[src/rfp_pkg.sv]
// rfp_pkg: shared constants, codes and types for the radar frame parser
// used by rfp_collector, rfp_result and radar_frame_parser_top; no dependencies

package rfp_pkg;

    // frame layout
    localparam int FRAME_LENGTH = 24;
    localparam int CNT_W        = $clog2(FRAME_LENGTH);
    localparam int LAST_IDX     = FRAME_LENGTH - 1;
    localparam int HDR1_IDX     = 1;
    localparam int HDR2_IDX     = 2;
    localparam int HDR3_IDX     = 3;
    localparam int DIST_LO_IDX  = 8;
    localparam int DIST_HI_IDX  = 9;
    localparam int ENRG_LO_IDX  = 12;
    localparam int ENRG_HI_IDX  = 13;

    // header bytes
    localparam logic [7:0] START_BYTE = 8'hF4;
    localparam logic [7:0] HDR1_BYTE  = 8'hF3;
    localparam logic [7:0] HDR2_BYTE  = 8'hF2;
    localparam logic [7:0] HDR3_BYTE  = 8'hF1;

    // configuration registers
    localparam int CFG_IDX_W  = 2;
    localparam int CFG_DATA_W = 16;
    localparam logic [CFG_IDX_W-1:0] REG_MAX_DIST   = 2'd0;
    localparam logic [CFG_IDX_W-1:0] REG_MOTION_THR = 2'd1;
    localparam logic [15:0] MAX_DIST_RESET   = 16'd5000;
    localparam logic [15:0] MOTION_THR_RESET = 16'd50;

    // result status codes
    localparam logic [1:0] STATUS_VALID     = 2'd0;
    localparam logic [1:0] STATUS_BAD_HDR   = 2'd1;
    localparam logic [1:0] STATUS_RANGE_ERR = 2'd2;

    // stream widths
    localparam int IN_DATA_W  = 8;
    localparam int OUT_DATA_W = 40;

    // completed frame, handed from collector to result stage
    typedef struct packed {
        logic        valid;
        logic        header_ok;
        logic [15:0] distance;
        logic [15:0] energy;
    } frame_t;

endpackage

[src/rfp_collector.sv]
// rfp_collector: byte counter, header check and field capture for one frame
// depends on rfp_pkg

module rfp_collector (
    input  logic             aclk,
    input  logic             aresetn,
    input  logic             accept,
    input  logic [7:0]       rx_byte,
    output rfp_pkg::frame_t  frame
);

    logic [rfp_pkg::CNT_W-1:0] count_reg, count_next;
    logic                      hdr_ok_reg, hdr_ok_next;
    logic [7:0]                dist_lo_reg, dist_lo_next;
    logic [7:0]                dist_hi_reg, dist_hi_next;
    logic [7:0]                enrg_lo_reg, enrg_lo_next;
    logic [7:0]                enrg_hi_reg, enrg_hi_next;
    logic [7:0]                enrg_hi_sel;

    always_comb begin
        count_next   = count_reg;
        hdr_ok_next  = hdr_ok_reg;
        dist_lo_next = dist_lo_reg;
        dist_hi_next = dist_hi_reg;
        enrg_lo_next = enrg_lo_reg;
        enrg_hi_next = enrg_hi_reg;
        if (accept) begin
            if (count_reg == '0) begin
                // hunting: only the start byte opens a frame
                if (rx_byte == rfp_pkg::START_BYTE) begin
                    count_next  = rfp_pkg::CNT_W'(1);
                    hdr_ok_next = 1'b1;
                end
            end else begin
                if (count_reg == rfp_pkg::CNT_W'(rfp_pkg::LAST_IDX)) begin
                    count_next = '0;
                end else begin
                    count_next = count_reg + rfp_pkg::CNT_W'(1);
                end
                if (count_reg == rfp_pkg::CNT_W'(rfp_pkg::HDR1_IDX)) begin
                    hdr_ok_next = hdr_ok_reg & (rx_byte == rfp_pkg::HDR1_BYTE);
                end
                if (count_reg == rfp_pkg::CNT_W'(rfp_pkg::HDR2_IDX)) begin
                    hdr_ok_next = hdr_ok_reg & (rx_byte == rfp_pkg::HDR2_BYTE);
                end
                if (count_reg == rfp_pkg::CNT_W'(rfp_pkg::HDR3_IDX)) begin
                    hdr_ok_next = hdr_ok_reg & (rx_byte == rfp_pkg::HDR3_BYTE);
                end
                if (count_reg == rfp_pkg::CNT_W'(rfp_pkg::DIST_LO_IDX)) begin
                    dist_lo_next = rx_byte;
                end
                if (count_reg == rfp_pkg::CNT_W'(rfp_pkg::DIST_HI_IDX)) begin
                    dist_hi_next = rx_byte;
                end
                if (count_reg == rfp_pkg::CNT_W'(rfp_pkg::ENRG_LO_IDX)) begin
                    enrg_lo_next = rx_byte;
                end
                if (count_reg == rfp_pkg::CNT_W'(rfp_pkg::ENRG_HI_IDX)) begin
                    enrg_hi_next = rx_byte;
                end
            end
        end
    end

    // energy high byte is taken straight from rx_byte while it is being captured
    assign enrg_hi_sel = (count_reg == rfp_pkg::CNT_W'(rfp_pkg::ENRG_HI_IDX)) ?
                         rx_byte : enrg_hi_reg;

    always_comb begin
        frame.valid     = accept && (count_reg == rfp_pkg::CNT_W'(rfp_pkg::LAST_IDX));
        frame.header_ok = hdr_ok_reg;
        frame.distance  = {dist_hi_reg, dist_lo_reg};
        frame.energy    = {enrg_hi_sel, enrg_lo_reg};
    end

    always_ff @(posedge aclk) begin
        if (!aresetn) begin
            count_reg  <= '0;
            hdr_ok_reg <= 1'b0;
        end else begin
            count_reg  <= count_next;
            hdr_ok_reg <= hdr_ok_next;
        end
        dist_lo_reg <= dist_lo_next;
        dist_hi_reg <= dist_hi_next;
        enrg_lo_reg <= enrg_lo_next;
        enrg_hi_reg <= enrg_hi_next;
    end

    a_count_in_range: assert property (@(posedge aclk) disable iff (!aresetn)
        count_reg <= rfp_pkg::CNT_W'(rfp_pkg::LAST_IDX))
        else $error("frame byte counter past frame length");

    a_back_to_hunt: assert property (@(posedge aclk) disable iff (!aresetn)
        frame.valid |=> (count_reg == '0))
        else $error("collector did not return to hunting after a frame");

endmodule

[src/rfp_result.sv]
// rfp_result: configuration registers, range and motion checks, output register
// depends on rfp_pkg

module rfp_result (
    input  logic                           aclk,
    input  logic                           aresetn,
    input  logic                           cfg_wr_en,
    input  logic [rfp_pkg::CFG_IDX_W-1:0]  cfg_index,
    input  logic [rfp_pkg::CFG_DATA_W-1:0] cfg_wr_data,
    input  rfp_pkg::frame_t                frame,
    output logic                           out_valid,
    input  logic                           out_ready,
    output logic [1:0]                     frame_status,
    output logic [15:0]                    distance_cm,
    output logic [15:0]                    energy_raw,
    output logic                           moving
);

    logic [15:0] max_dist_reg, motion_thr_reg;
    logic        valid_reg, valid_next;
    logic [1:0]  status_reg, status_next;
    logic [15:0] dist_reg, dist_next;
    logic [15:0] enrg_reg, enrg_next;
    logic        moving_reg, moving_next;

    always_comb begin
        status_next = rfp_pkg::STATUS_VALID;
        dist_next   = frame.distance;
        enrg_next   = frame.energy;
        moving_next = 1'b0;
        if (!frame.header_ok) begin
            status_next = rfp_pkg::STATUS_BAD_HDR;
            dist_next   = '0;
            enrg_next   = '0;
        end else if (frame.distance > max_dist_reg) begin
            status_next = rfp_pkg::STATUS_RANGE_ERR;
        end else begin
            moving_next = frame.energy > motion_thr_reg;
        end
    end

    always_comb begin
        valid_next = valid_reg;
        if (out_ready) begin
            valid_next = 1'b0;
        end
        if (frame.valid) begin
            valid_next = 1'b1;
        end
    end

    always_ff @(posedge aclk) begin
        if (!aresetn) begin
            max_dist_reg   <= rfp_pkg::MAX_DIST_RESET;
            motion_thr_reg <= rfp_pkg::MOTION_THR_RESET;
            valid_reg      <= 1'b0;
        end else begin
            if (cfg_wr_en && cfg_index == rfp_pkg::REG_MAX_DIST) begin
                max_dist_reg <= cfg_wr_data;
            end
            if (cfg_wr_en && cfg_index == rfp_pkg::REG_MOTION_THR) begin
                motion_thr_reg <= cfg_wr_data;
            end
            valid_reg <= valid_next;
        end
        if (frame.valid) begin
            status_reg <= status_next;
            dist_reg   <= dist_next;
            enrg_reg   <= enrg_next;
            moving_reg <= moving_next;
        end
    end

    assign out_valid    = valid_reg;
    assign frame_status = status_reg;
    assign distance_cm  = dist_reg;
    assign energy_raw   = enrg_reg;
    assign moving       = moving_reg;

    a_moving_only_valid: assert property (@(posedge aclk) disable iff (!aresetn)
        (valid_reg && moving_reg) |-> (status_reg == rfp_pkg::STATUS_VALID))
        else $error("moving flag on a frame that is not valid");

    a_bad_hdr_zero: assert property (@(posedge aclk) disable iff (!aresetn)
        (valid_reg && status_reg == rfp_pkg::STATUS_BAD_HDR) |->
        (dist_reg == '0 && enrg_reg == '0 && !moving_reg))
        else $error("bad header result carries data");

    a_no_overwrite: assert property (@(posedge aclk) disable iff (!aresetn)
        (valid_reg && !out_ready) |-> !frame.valid)
        else $error("new frame completed over an untaken result");

endmodule

[src/radar_frame_parser_top.sv]
// radar_frame_parser_top: top level of the radar serial frame parser
// depends on rfp_pkg, rfp_collector and rfp_result

// usage
//   s_* channel: one received serial byte per transaction in s_tdata[7:0]
//   bytes are dropped while hunting until a 0xF4 start byte opens a frame;
//   the following bytes up to the frame length are counted, header bytes
//   checked and the distance and energy bytes captured on the fly
//   m_* channel: one result transaction per completed frame, with status
//   (valid, bad header, range error), distance, energy and the moving flag
//   cfg_*: plain write port, index 0 max distance, index 1 motion threshold,
//   other indexes ignored; write only while no frame is in flight
//   result: registered, appears in the cycle after the closing byte is taken
//   throughput: one byte per cycle while s_tready is high, set by the single counter
//   and compare path between the capture registers and the result register
//   stall: s_tready drops only while a result waits and m_tready is low;
//   bytes are accepted freely while the output register is empty or drains
//   reset: synchronous active-low aresetn returns to hunting, clears the
//   pending result and loads the default register values

module radar_frame_parser_top (
    input  logic                             aclk,
    input  logic                             aresetn,
    // config write port
    input  logic                             cfg_wr_en,
    input  logic [rfp_pkg::CFG_IDX_W-1:0]    cfg_index,
    input  logic [rfp_pkg::CFG_DATA_W-1:0]   cfg_wr_data,
    // byte input stream
    input  logic                             s_tvalid,
    output logic                             s_tready,
    input  logic [rfp_pkg::IN_DATA_W-1:0]    s_tdata,   // [7:0] rx_byte
    // result stream
    output logic                             m_tvalid,
    input  logic                             m_tready,
    // [1:0] frame_status, [17:2] distance_cm, [33:18] energy_raw,
    // [34] moving, [39:35] zero
    output logic [rfp_pkg::OUT_DATA_W-1:0]   m_tdata
);

    logic            in_accept;
    rfp_pkg::frame_t frame;
    logic [1:0]      frame_status;
    logic [15:0]     distance_cm;
    logic [15:0]     energy_raw;
    logic            moving;

    // take a byte whenever the output register is free or is being emptied
    assign s_tready  = !m_tvalid || m_tready;
    assign in_accept = s_tvalid && s_tready;

    rfp_collector u_collector (
        .aclk    (aclk),
        .aresetn (aresetn),
        .accept  (in_accept),
        .rx_byte (s_tdata),
        .frame   (frame)
    );

    rfp_result u_result (
        .aclk         (aclk),
        .aresetn      (aresetn),
        .cfg_wr_en    (cfg_wr_en),
        .cfg_index    (cfg_index),
        .cfg_wr_data  (cfg_wr_data),
        .frame        (frame),
        .out_valid    (m_tvalid),
        .out_ready    (m_tready),
        .frame_status (frame_status),
        .distance_cm  (distance_cm),
        .energy_raw   (energy_raw),
        .moving       (moving)
    );

    // pack result fields lowest first, pad to whole bytes
    assign m_tdata = {5'b0, moving, energy_raw, distance_cm, frame_status};

endmodule
[config.mk]
export PLATFORM = sky130hd
export DESIGN_NAME = radar_frame_parser_top
export DESIGN_NICKNAME = d
export VERILOG_FILES = /design/src/rfp_pkg.sv /design/src/rfp_collector.sv /design/src/rfp_result.sv /design/src/radar_frame_parser_top.sv
export SDC_FILE = /design/constraint.sdc
export NUM_CORES = 1
export LEC_CHECK = 0
export BUFFER_PORTS_ARGS = -buffer_cell sky130_fd_sc_hd__buf_2
export CORE_MARGIN = 2
export CORE_UTILIZATION = 25
export CTS_BUF_LIST = sky130_fd_sc_hd__clkbuf_8
export CTS_CLUSTER_SIZE = 24
export DETAILED_ROUTE_END_ITERATION = 7
export PLACE_DENSITY = 0.49
export SKIP_LAST_GASP = 1
export SLEW_MARGIN = 15
export SYNTH_ARGS = -nofsm -noshare
export SYNTH_HDL_FRONTEND = slang
export SYNTH_SLANG_ARGS = --single-unit
[constraint.sdc]
create_clock -name aclk -period 5.4 [get_ports aclk]
set_clock_uncertainty 0.2 [all_clocks]
set_input_delay 0.54 -clock aclk [delete_from_list [all_inputs] [get_ports aclk]]
set_output_delay 0.54 -clock aclk [all_outputs]
set_load 0.1 [all_outputs]
==> results_tabular.tex, run 1 <==
\begin{tabular}{lr}
\hline
Metric & Value \\
\hline
\multicolumn{2}{l}{\textbf{Cells and area}} \\
\quad Leading cell type in the layout, fill and taps excluded & nand2\_1 \\
\quad Commonest non-fill, non-tap cells in the layout & nand2\_1, buf\_2, edfxtp\_1 \\
\quad Fin nets & 568 \\
\quad Area growth syn-to-layout & 16.3\% \\
\quad Antenna diodes & 0 \\
\quad Fraction of final layout cells sized beyond drive strength 1 & 0.184 \\
\multicolumn{2}{l}{\textbf{Die}} \\
\quad Floorplan die area & 20700 sq um \\
\quad Row cnt & 51 \\
\quad Initial Utilization & 0.252 \\
\quad Floorplan die height & 144 um \\
\quad Num ports & 73 \\
\quad Std-Cell Core Area & 19300 sq um \\
\quad Die X & 144 um \\
\multicolumn{2}{l}{\textbf{Pwr}} \\
\quad Proportion of power drawn by the clock network & 0.343 \\
\quad Standby leakage power & 2.19 nW \\
\quad Share of total power in combinational logic & 0.062 \\
\quad Switching fraction of total power & 0.228 \\
\quad Peak VDD IR & 0.0954 mV \\
\quad Power density over the cells & 257 nW/um\^{}2 \\
\quad Internal power & 0.00113 W \\
\quad Net Sw Power & 0.000332 W \\
\quad Part of the total power dissipated in sequential elements & 0.594 \\
\multicolumn{2}{l}{\textbf{Synth}} \\
\quad Number of distinct library cells after synthesis & 48 \\
\quad Flop and latch count out of synthesis & 106 \\
\quad Async S/R FF share, synth & 0 \\
\quad Count of flip-flops with a built-in enable after synthesis & 67 \\
\quad Fraction of the yosys area taken by sequential cells & 0.572 \\
\quad Number of standard cells after synthesis & 438 \\
\quad Portion of netlist area occupied by mux cells & 0.0226 \\
\quad Complex-gate fraction of the synthesized area & 0.0967 \\
\quad Cell area after technology mapping & 4880 sq um \\
\quad Synth Flop Type & edfxtp\_1 \\
\quad Largest family of logic cells by synthesized area & simple AND/OR/NAND/NOR gates \\
\quad Share of the synthesized netlist area taken by xor and xnor gates & 0 \\
\quad Post-synthesis simple-gate area fraction & 0.164 \\
\quad Mean cell area of the mapped netlist & 11.1 sq um \\
\quad Adder and majority gate portion of the synthesized area & 0.0923 \\
\quad Ys Warns & 0 \\
\multicolumn{2}{l}{\textbf{Routing}} \\
\quad Final routed DRC violation total & 0 \\
\quad Pre-Repair DR Iteration Count & 5 \\
\quad Total number of vias & 3363 \\
\quad Total wire length after detailed routing & 12.7 mm \\
\quad Antenna-violating nets left & 0 \\
\quad Number of vias per cell & 4.36 \\
\quad Number of DRC violations after detailed-routing iteration 0 & 162 \\
\quad Routed wire per std cell & 16.5 um \\
\multicolumn{2}{l}{\textbf{Global routing}} \\
\quad First-pass GRT wire length & 19.5 mm \\
\quad Largest net degree at the start of global routing & 40 \\
\quad Number of global-route vias before repair & 3464 \\
\quad Global-route congestion overflow total & 0 \\
\quad Overall routing resource usage & 0.128 \\
\quad Number of antenna violations at the first check in global routing & 0 \\
\multicolumn{2}{l}{\textbf{Setup path}} \\
\quad Number of buffers and inverters on the critical path & 0 \\
\quad Data required time at the worst endpoint & 5.33 ns \\
\quad Critical path origin & u\_collector.count\_reg[0]\$\_SDFFE\_PN0P\_ \\
\quad Startpoint type of the worst setup path & flip-flop \\
\quad Cell type of the slowest stage on the worst timing path & mux2\_1 \\
\quad Launch instance of the worst register-to-register path & u\_collector.count\_reg[0]\$\_SDFFE\_PN0P\_ \\
\quad Biggest cell delay along the critical path & 0.46 ns \\
\quad Most common cell on crit path & ha\_1 \\
\quad Classification of the worst setup path & reg -> reg \\
\quad Data arrival time of the worst path & 3.04 ns \\
\quad Sequence of cells on the critical path & ha\_1 -> nand4b\_2 -> mux2\_1 -> ha\_1 -> nand4\_1 -> nor2\_1 -> a221o\_1 -> o311ai\_1 -> a21oi\_1 \\
\quad Maximum fanout encountered on the critical timing path & 8 \\
\quad Kind of capture point of the worst setup path & flip-flop \\
\quad CP top delay family & compound AO/OA/AOI/OAI gates \\
\multicolumn{2}{l}{\textbf{Clocking}} \\
\quad TritonCTS clock tree & done \\
\quad Number of clock buffers inserted by TritonCTS & 9 \\
\quad Setup Fix Bufs, Post-CTS & 0 \\
\quad Clock-pin slew reported for the worst setup and hold paths after clock tree synthesis & 0.09 ns \\
\quad Number of H-tree levels & 3 \\
\quad Number of gates resized after cts & 0 \\
\quad Clock latency on the worst-skew pair & 0.38 ns \\
\quad Number of buffers inserted by hold repair at cts & 0 \\
\quad Clock sink count & 106 \\
\quad Number of buffers on the longest clock path & 2 \\
\quad Root buffer selected by CTS & clkbuf\_8 \\
\multicolumn{2}{l}{\textbf{STA}} \\
\quad Tmin final & 3.11 ns \\
\quad Worst slew margin & 0.329 \\
\quad Final clock period utilization by the worst path & 0.576 \\
\quad Slew Limit Fails & 0 \\
\quad Final setup violation count & 0 \\
\quad Post-Route Setup TNS & 0 ns \\
\quad Post-route setup slack & 2.29 ns \\
\quad Measured slew at the worst slew-check pin & 1.01 ns \\
\quad Final hold viol count & 0 \\
\quad Unrepaired setup endpoints after global routing & no \\
\quad Highest achievable clock rate & 321 MHz \\
\multicolumn{2}{l}{\textbf{Min path}} \\
\quad Class of the most critical hold timing path & in -> reg \\
\quad Hold wc startpoint & cfg\_wr\_data[2] \\
\multicolumn{2}{l}{\textbf{Placed design}} \\
\quad Routability cong. & 0.831 \\
\quad Post-Place Setup Slack & 2.32 ns \\
\quad PortBufs & 67 \\
\quad Post-detailed-placement half-perimeter wirelength & 9.40 mm \\
\multicolumn{2}{l}{\textbf{Flow run}} \\
\quad Max capacitance violation total & 0 \\
\multicolumn{2}{l}{\textbf{Outcome}} \\
\quad Result of the run & completed \\
\hline
\end{tabular}
==> power by group through the flow <==
stage,Clock (W),Sequential [W],Combinational (W)
after floorplan,0,0.000883,0.0000572
after global placement,0,0.000885,0.0000910
after detailed placement,0,0.000885,0.0000916
after CTS,0.000522,0.000866,0.0000921
after global routing,0.000552,0.000867,0.000100
final,0.000501,0.000866,0.0000908
==> final timing paths <==
check                                             to  depth (start not counted)  slack (ns)
max reg2reg            u_result.moving$_SDFFCE_PP0P_                          9        2.29
max                    u_result.moving$_SDFFCE_PP0P_                          9        2.29
min          u_result.motion_thr_reg[2]$_SDFFE_PN0P_                          3        0.21
min reg2reg   u_result.max_dist_reg[15]$_SDFFE_PN0P_                          2        0.26
==> layout make-up <==
class,count,area [sq um]
flip-flops and latches,106,2790
clock inverters,5,47.5
multi-input cells,276,1860
repair buffers,69,350
well taps,265,332
clock buffers,11,151
inverters,39,146
fillers,2048,13700
==> layer usage <==
| metal | global-route usage | part of all wire | vias up | wire, um |
|---|---|---|---|---|
| li1 | - | - | 1646 | - |
| met1 | 0.154 | 0.44 | 1620 | 5530 |
| met2 | 0.229 | 0.51 | 84 | 6420 |
| met3 | 0.0240 | 0.044 | 13 | 553 |
| met4 | 0.0449 | 0.014 | 0 | 178 |
| met5 | 0 | 0 | - | 0 |
==> synth_stat cells, drive strengths merged (8+ instances only) <==
master	n	area, sq um
nand2	74	278
edfxtp	67	2010
dfxtp	39	781
inv	39	146
ha	36	450
and2	32	200
a21boi	28	210
a21oi	15	75.1
clkbuf	13	48.8
buf	8	55.1
mux2	8	90.1
nand4	8	50.1
nor2	8	30.0
o211ai	8	60.1
==> per-stage QoR <==
stage	hold slack, ns	power [W]	area [sq um]	utilization	instances
after detailed placement	0.249	0.000976	5480	0.283	755
final	0.211	0.00146	5680	0.294	771
after global placement	0.242	0.000976	5480	0.283	755
after global routing	0.199	0.00152	5680	0.294	771
after CTS	0.192	0.00148	5680	0.294	771
after floorplan	0.235	0.000941	4890	-	442
==> logic make-up (layout without fill, tap and decap cells) <==
family	after synthesis	after routing
other	1	5
flip-flops	106	106
AND/OR/NAND/NOR	156	156
buffers and inverters	60	124
multiplexers	10	10
adder cells (fa/ha/maj)	36	36
AO/OA/AOI/OAI	69	69
==> worst reg2reg max path, cell delays in order, from the launching register on <==
cell      delay [ns]
dfxtp_1         0.43
ha_1            0.24
nand4b_2        0.29
mux2_1          0.46
ha_1            0.31
nand4_1         0.16
nor2_1          0.07
a221o_1         0.32
o311ai_1        0.30
a21oi_1         0.07
Power figures use the tool's default switching activity.
==> inputs of run 2 (changes only) <==
--- a/config.mk
+++ b/config.mk
@@ -5,13 +5,14 @@
 export SDC_FILE = /design/constraint.sdc
 export NUM_CORES = 1
 export LEC_CHECK = 0
+export ABC_AREA = 1
 export BUFFER_PORTS_ARGS = -buffer_cell sky130_fd_sc_hd__buf_2
 export CORE_MARGIN = 2
 export CORE_UTILIZATION = 25
 export CTS_BUF_LIST = sky130_fd_sc_hd__clkbuf_8
 export CTS_CLUSTER_SIZE = 24
 export DETAILED_ROUTE_END_ITERATION = 7
-export PLACE_DENSITY = 0.49
+export PLACE_DENSITY = 0.51
 export SKIP_LAST_GASP = 1
 export SLEW_MARGIN = 15
 export SYNTH_ARGS = -nofsm -noshare
==> constraint.sdc (replaced) <==
create_clock -name aclk -period 2.65 [get_ports aclk]
set_clock_uncertainty 0.2 [all_clocks]
set_input_delay 0.265 -clock aclk [delete_from_list [all_inputs] [get_ports aclk]]
set_output_delay 0.265 -clock aclk [all_outputs]
set_load 0.1 [all_outputs]
==> results_tabular.tex, run 2 <==
\begin{tabular}{lr}
\hline
Metric & Value \\
\hline
\multicolumn{2}{l}{\textbf{Outcome}} \\
\quad Result of the run & completed \\
\multicolumn{2}{l}{\textbf{Setup path}} \\
\quad Biggest cell delay along the critical path & 0.32 ns (-0.14 ns) \\
\quad Kind of capture point of the worst setup path & flip-flop \\
\quad Maximum fanout encountered on the critical timing path & 6 (-2) \\
\quad Sequence of cells on the critical path & inv\_1 -> ha\_4 -> nand4\_4 -> nand2\_1 -> o21ai\_0 -> ha\_1 -> nand2\_1 -> nor2\_1 -> nand3\_1 -> nor2\_1 -> a21oi\_1 -> nand2\_1 -> nor2\_1 \\
\quad Classification of the worst setup path & reg -> reg \\
\quad End of the worst register-to-register path & u\_result.moving\$\_SDFFCE\_PP0P\_ \\
\quad Number of buffers and inverters on the critical path & 1 (+1) \\
\quad Data arrival time of the worst path & 2.34 ns (-0.70 ns) \\
\quad Total number of cells along the worst setup path & 13 (+4) \\
\quad Data required time at the worst endpoint & 2.60 ns (-2.73 ns) \\
\quad Reg2reg path depth & 13 (+4) \\
\quad Critical Path Sink & u\_result.moving\$\_SDFFCE\_PP0P\_ \\
\quad Startpoint type of the worst setup path & flip-flop \\
\quad Launch instance of the worst register-to-register path & u\_collector.count\_reg[1]\$\_SDFFE\_PN0P\_ \\
\quad Critical path origin & u\_collector.count\_reg[1]\$\_SDFFE\_PN0P\_ \\
\quad Cell type of the slowest stage on the worst timing path & dfxtp\_1 \\
\quad CP top delay family & simple AND/OR/NAND/NOR gates \\
\quad Reg-to-reg slack, setup & 0.26 ns (-2.03 ns) \\
\multicolumn{2}{l}{\textbf{Die}} \\
\quad Floorplan die area & 20700 sq um (+0.42\%) \\
\quad Row cnt & 51 (unchanged) \\
\quad Std-Cell Core Area & 19300 sq um (unchanged) \\
\quad Initial Utilization & 0.253 (+0.00110) \\
\quad Die X & 144 um (+0.21\%) \\
\quad Floorplan die height & 144 um (+0.21\%) \\
\quad Num ports & 73 (unchanged) \\
\multicolumn{2}{l}{\textbf{Pwr}} \\
\quad Power density over the cells & 543 nW/um\^{}2 (+110\%) \\
\quad Peak VDD IR & 0.184 mV (+93\%) \\
\quad Standby leakage power & 2.74 nW (+25\%) \\
\multicolumn{2}{l}{\textbf{Synth}} \\
\quad Async S/R FF share, synth & 0 (unchanged) \\
\quad Flop and latch count out of synthesis & 106 (unchanged) \\
\quad Number of distinct library cells after synthesis & 30 (-38\%) \\
\quad Fraction of the yosys area taken by sequential cells & 0.570 (-0.00248) \\
\quad Cell area after technology mapping & 4900 sq um (+0.44\%) \\
\quad Most area-consuming cells after synthesis & edfxtp\_1, dfxtp\_1, ha\_1 \\
\quad Cell type with the highest aggregate area in the netlist & edfxtp\_1 \\
\quad Synth Flop Type & edfxtp\_1 \\
\quad Number of standard cells after synthesis & 510 (+16\%) \\
\quad Count of flip-flops with a built-in enable after synthesis & 67 (unchanged) \\
\quad Mean cell area of the mapped netlist & 9.61 sq um (-14\%) \\
\quad Ys Warns & 0 (unchanged) \\
\quad Proportion of netlist area held by the largest area contributor & 0.411 (-0.00179) \\
\quad Leading post-synthesis cells by instance count & inv\_1, nand2\_1, edfxtp\_1 \\
\quad Top-count cell post-synth & inv\_1 \\
\multicolumn{2}{l}{\textbf{Clocking}} \\
\quad Number of buffers on the longest clock path & 2 (unchanged) \\
\quad Root buffer selected by CTS & clkbuf\_8 \\
\quad Clock-pin slew reported for the worst setup and hold paths after clock tree synthesis & 0.10 ns (about the same) \\
\quad Clock latency on the worst-skew pair & 0.38 ns (about the same) \\
\quad Clock sink count & 106 (unchanged) \\
\quad TritonCTS clock tree & done \\
\quad Number of H-tree levels & 3 (unchanged) \\
\quad Number of clock buffers inserted by TritonCTS & 9 (unchanged) \\
\multicolumn{2}{l}{\textbf{Routing}} \\
\quad Number of vias per cell & 4.15 (-4.8\%) \\
\quad Number of DRC violations after detailed-routing iteration 0 & 275 (+70\%) \\
\quad Routed wire per std cell & 14.4 um (-12\%) \\
\quad Final routed DRC violation total & 0 (unchanged) \\
\quad Total wire length after detailed routing & 12.7 mm (+0.38\%) \\
\quad Pre-Repair DR Iteration Count & 4 (-1) \\
\quad Total number of vias & 3670 (+9.1\%) \\
\quad Antenna-violating nets left & 0 (unchanged) \\
\multicolumn{2}{l}{\textbf{Placed design}} \\
\quad Routability cong. & 0.824 (-0.87\%) \\
\quad Total placed cells including tap cells & 846 (+12\%) \\
\quad PortBufs & 67 (unchanged) \\
\quad Post-Place Setup Slack & 0.0134 ns (-2.30 ns) \\
\quad Post-detailed-placement half-perimeter wirelength & 9.29 mm (-1.2\%) \\
\quad Instance area at placement & 5650 sq um (+3.1\%) \\
\multicolumn{2}{l}{\textbf{Global routing}} \\
\quad Global-route congestion overflow total & 0 (unchanged) \\
\quad Number of antenna violations at the first check in global routing & 0 (unchanged) \\
\quad Largest net degree at the start of global routing & 37 (-7.5\%) \\
\quad Number of global-route vias before repair & 3308 (-4.5\%) \\
\quad First-pass GRT wire length & 19.0 mm (-2.7\%) \\
\quad Overall routing resource usage & 0.126 (-0.00247) \\
\multicolumn{2}{l}{\textbf{Cells and area}} \\
\quad Fraction of final layout cells sized beyond drive strength 1 & 0.204 (+0.0198) \\
\quad Commonest non-fill, non-tap cells in the layout & inv\_1, nand2\_1, buf\_2, edfxtp\_1, a21oi\_1 \\
\quad Area growth syn-to-layout & 24.5\% \\
\quad Design Area, Final & 6100 sq um (+7.5\%) \\
\quad Leading cell type in the layout, fill and taps excluded & inv\_1 \\
\quad Non-Filler Instances & 884 (+15\%) \\
\quad Fin nets & 681 (+20\%) \\
\quad Antenna diodes & 0 (unchanged) \\
\multicolumn{2}{l}{\textbf{STA}} \\
\quad Highest achievable clock rate & 418 MHz (+30\%) \\
\quad Slew Limit Fails & 0 (unchanged) \\
\quad Tmin final & 2.39 ns (-0.719 ns) \\
\quad Final hold viol count & 0 (unchanged) \\
\quad Worst slew margin & 0.494 (+0.165) \\
\quad Final setup violation count & 0 (unchanged) \\
\quad Final clock period utilization by the worst path & 0.903 (+0.327) \\
\quad Unrepaired setup endpoints after global routing & no \\
\quad Post-route setup slack & 0.258 ns (-2.03 ns) \\
\quad Post-Route Setup TNS & 0 ns (unchanged) \\
\quad Measured slew at the worst slew-check pin & 0.759 ns (-0.247 ns) \\
\multicolumn{2}{l}{\textbf{Flow run}} \\
\quad Max capacitance violation total & 0 (unchanged) \\
\multicolumn{2}{l}{\textbf{Min path}} \\
\quad Class of the most critical hold timing path & in -> reg \\
\hline
\end{tabular}
## run 2: cell type report
class                      instances  area, sq um
fill                            2026        13200
sequential                       106         2790
multi-input combinational        289         1700
timing repair buffer             108          688
inverter                         100          375
tap                              265          332
clock buffer                      10          138
clock inverter                     6         81.3
## run 2: where the power goes
part | internal, W | switching, W
Combinational | 0.000135 | 0.000255
Clock | 0.000553 | 0.000566
Sequential | 0.00179 | 0.0000113
Total | 0.00248 | 0.000832
## run 2: metrics by stage
| step | hold WS [ns] | utilization | power (W) |
|---|---|---|---|
| after CTS | 0.00119 | 0.313 | 0.00335 |
| after detailed placement | 0.263 | 0.292 | 0.00221 |
| after floorplan | 0.164 | - | 0.00208 |
| after global routing | 0.00859 | 0.316 | 0.00347 |
| final | 0.0166 | 0.316 | 0.00331 |
| after global placement | 0.254 | 0.292 | 0.00221 |
## run 2: tightest hold or removal path, stage by stage
cell	delay (ns)
buf_2	0.11
o21ai_0	0.08
a21oi_1	0.11
## run 2: worst min path at each step
| stage | from | end | slack, ns | cells past startpoint |
|---|---|---|---|---|
| 2_1_floorplan | s_tdata[0] | u_collector.dist_hi_reg[0]$_DFFE_PP_ | 0.16 | 0 |
| 3_3_place_gp | u_result.max_dist_reg[5]$_SDFFE_PN0P_ | u_result.max_dist_reg[5]$_SDFFE_PN0P_ | 0.25 | 2 |
| 3_5_place_dp | u_result.motion_thr_reg[2]$_SDFFE_PN0P_ | u_result.motion_thr_reg[2]$_SDFFE_PN0P_ | 0.26 | 2 |
| 4_1_cts | cfg_wr_data[13] | u_result.max_dist_reg[13]$_SDFFE_PN0P_ | 0.001 | 3 |
| 5_1_grt | s_tdata[7] | u_collector.dist_hi_reg[7]$_DFFE_PP_ | 0.009 | 1 |
| 6_report | cfg_wr_data[13] | u_result.max_dist_reg[13]$_SDFFE_PN0P_ | 0.02 | 3 |
## run 2: kinds of logic (layout without fill, tap and decap cells)
| kind of cell | count (synthesis) | in the layout | share of synthesized area |
|---|---|---|---|
| XOR/XNOR | 1 | 1 | 0.00179 |
| AND/OR/NAND/NOR | 144 | 145 | 0.123 |
| adder cells (fa/ha/maj) | 36 | 36 | 0.0919 |
| AO/OA/AOI/OAI | 102 | 102 | 0.114 |
| flip-flops | 106 | 106 | 0.570 |
| other | 1 | 5 | 0.000765 |
| buffers and inverters | 120 | 224 | 0.0996 |
## run 2: metal layers
layer	share of wire	routed length, um	global-route usage	vias to the layer above
met5	0	0	0	-
met4	0.020	259	0.0526	0
met3	0.046	590	0.0222	15
met2	0.48	6080	0.205	82
met1	0.46	5810	0.165	1702
li1	-	-	-	1871
## run 2: repair_timing
item,4_1_cts,5_1_grt
gates cloned,0,1
hold buffers,17,1
resized for setup,1,2
pin swaps,0,1
buffers inserted,0,3
setup endpoints to repair,1,1
endpoints found under the hold margin,29,1
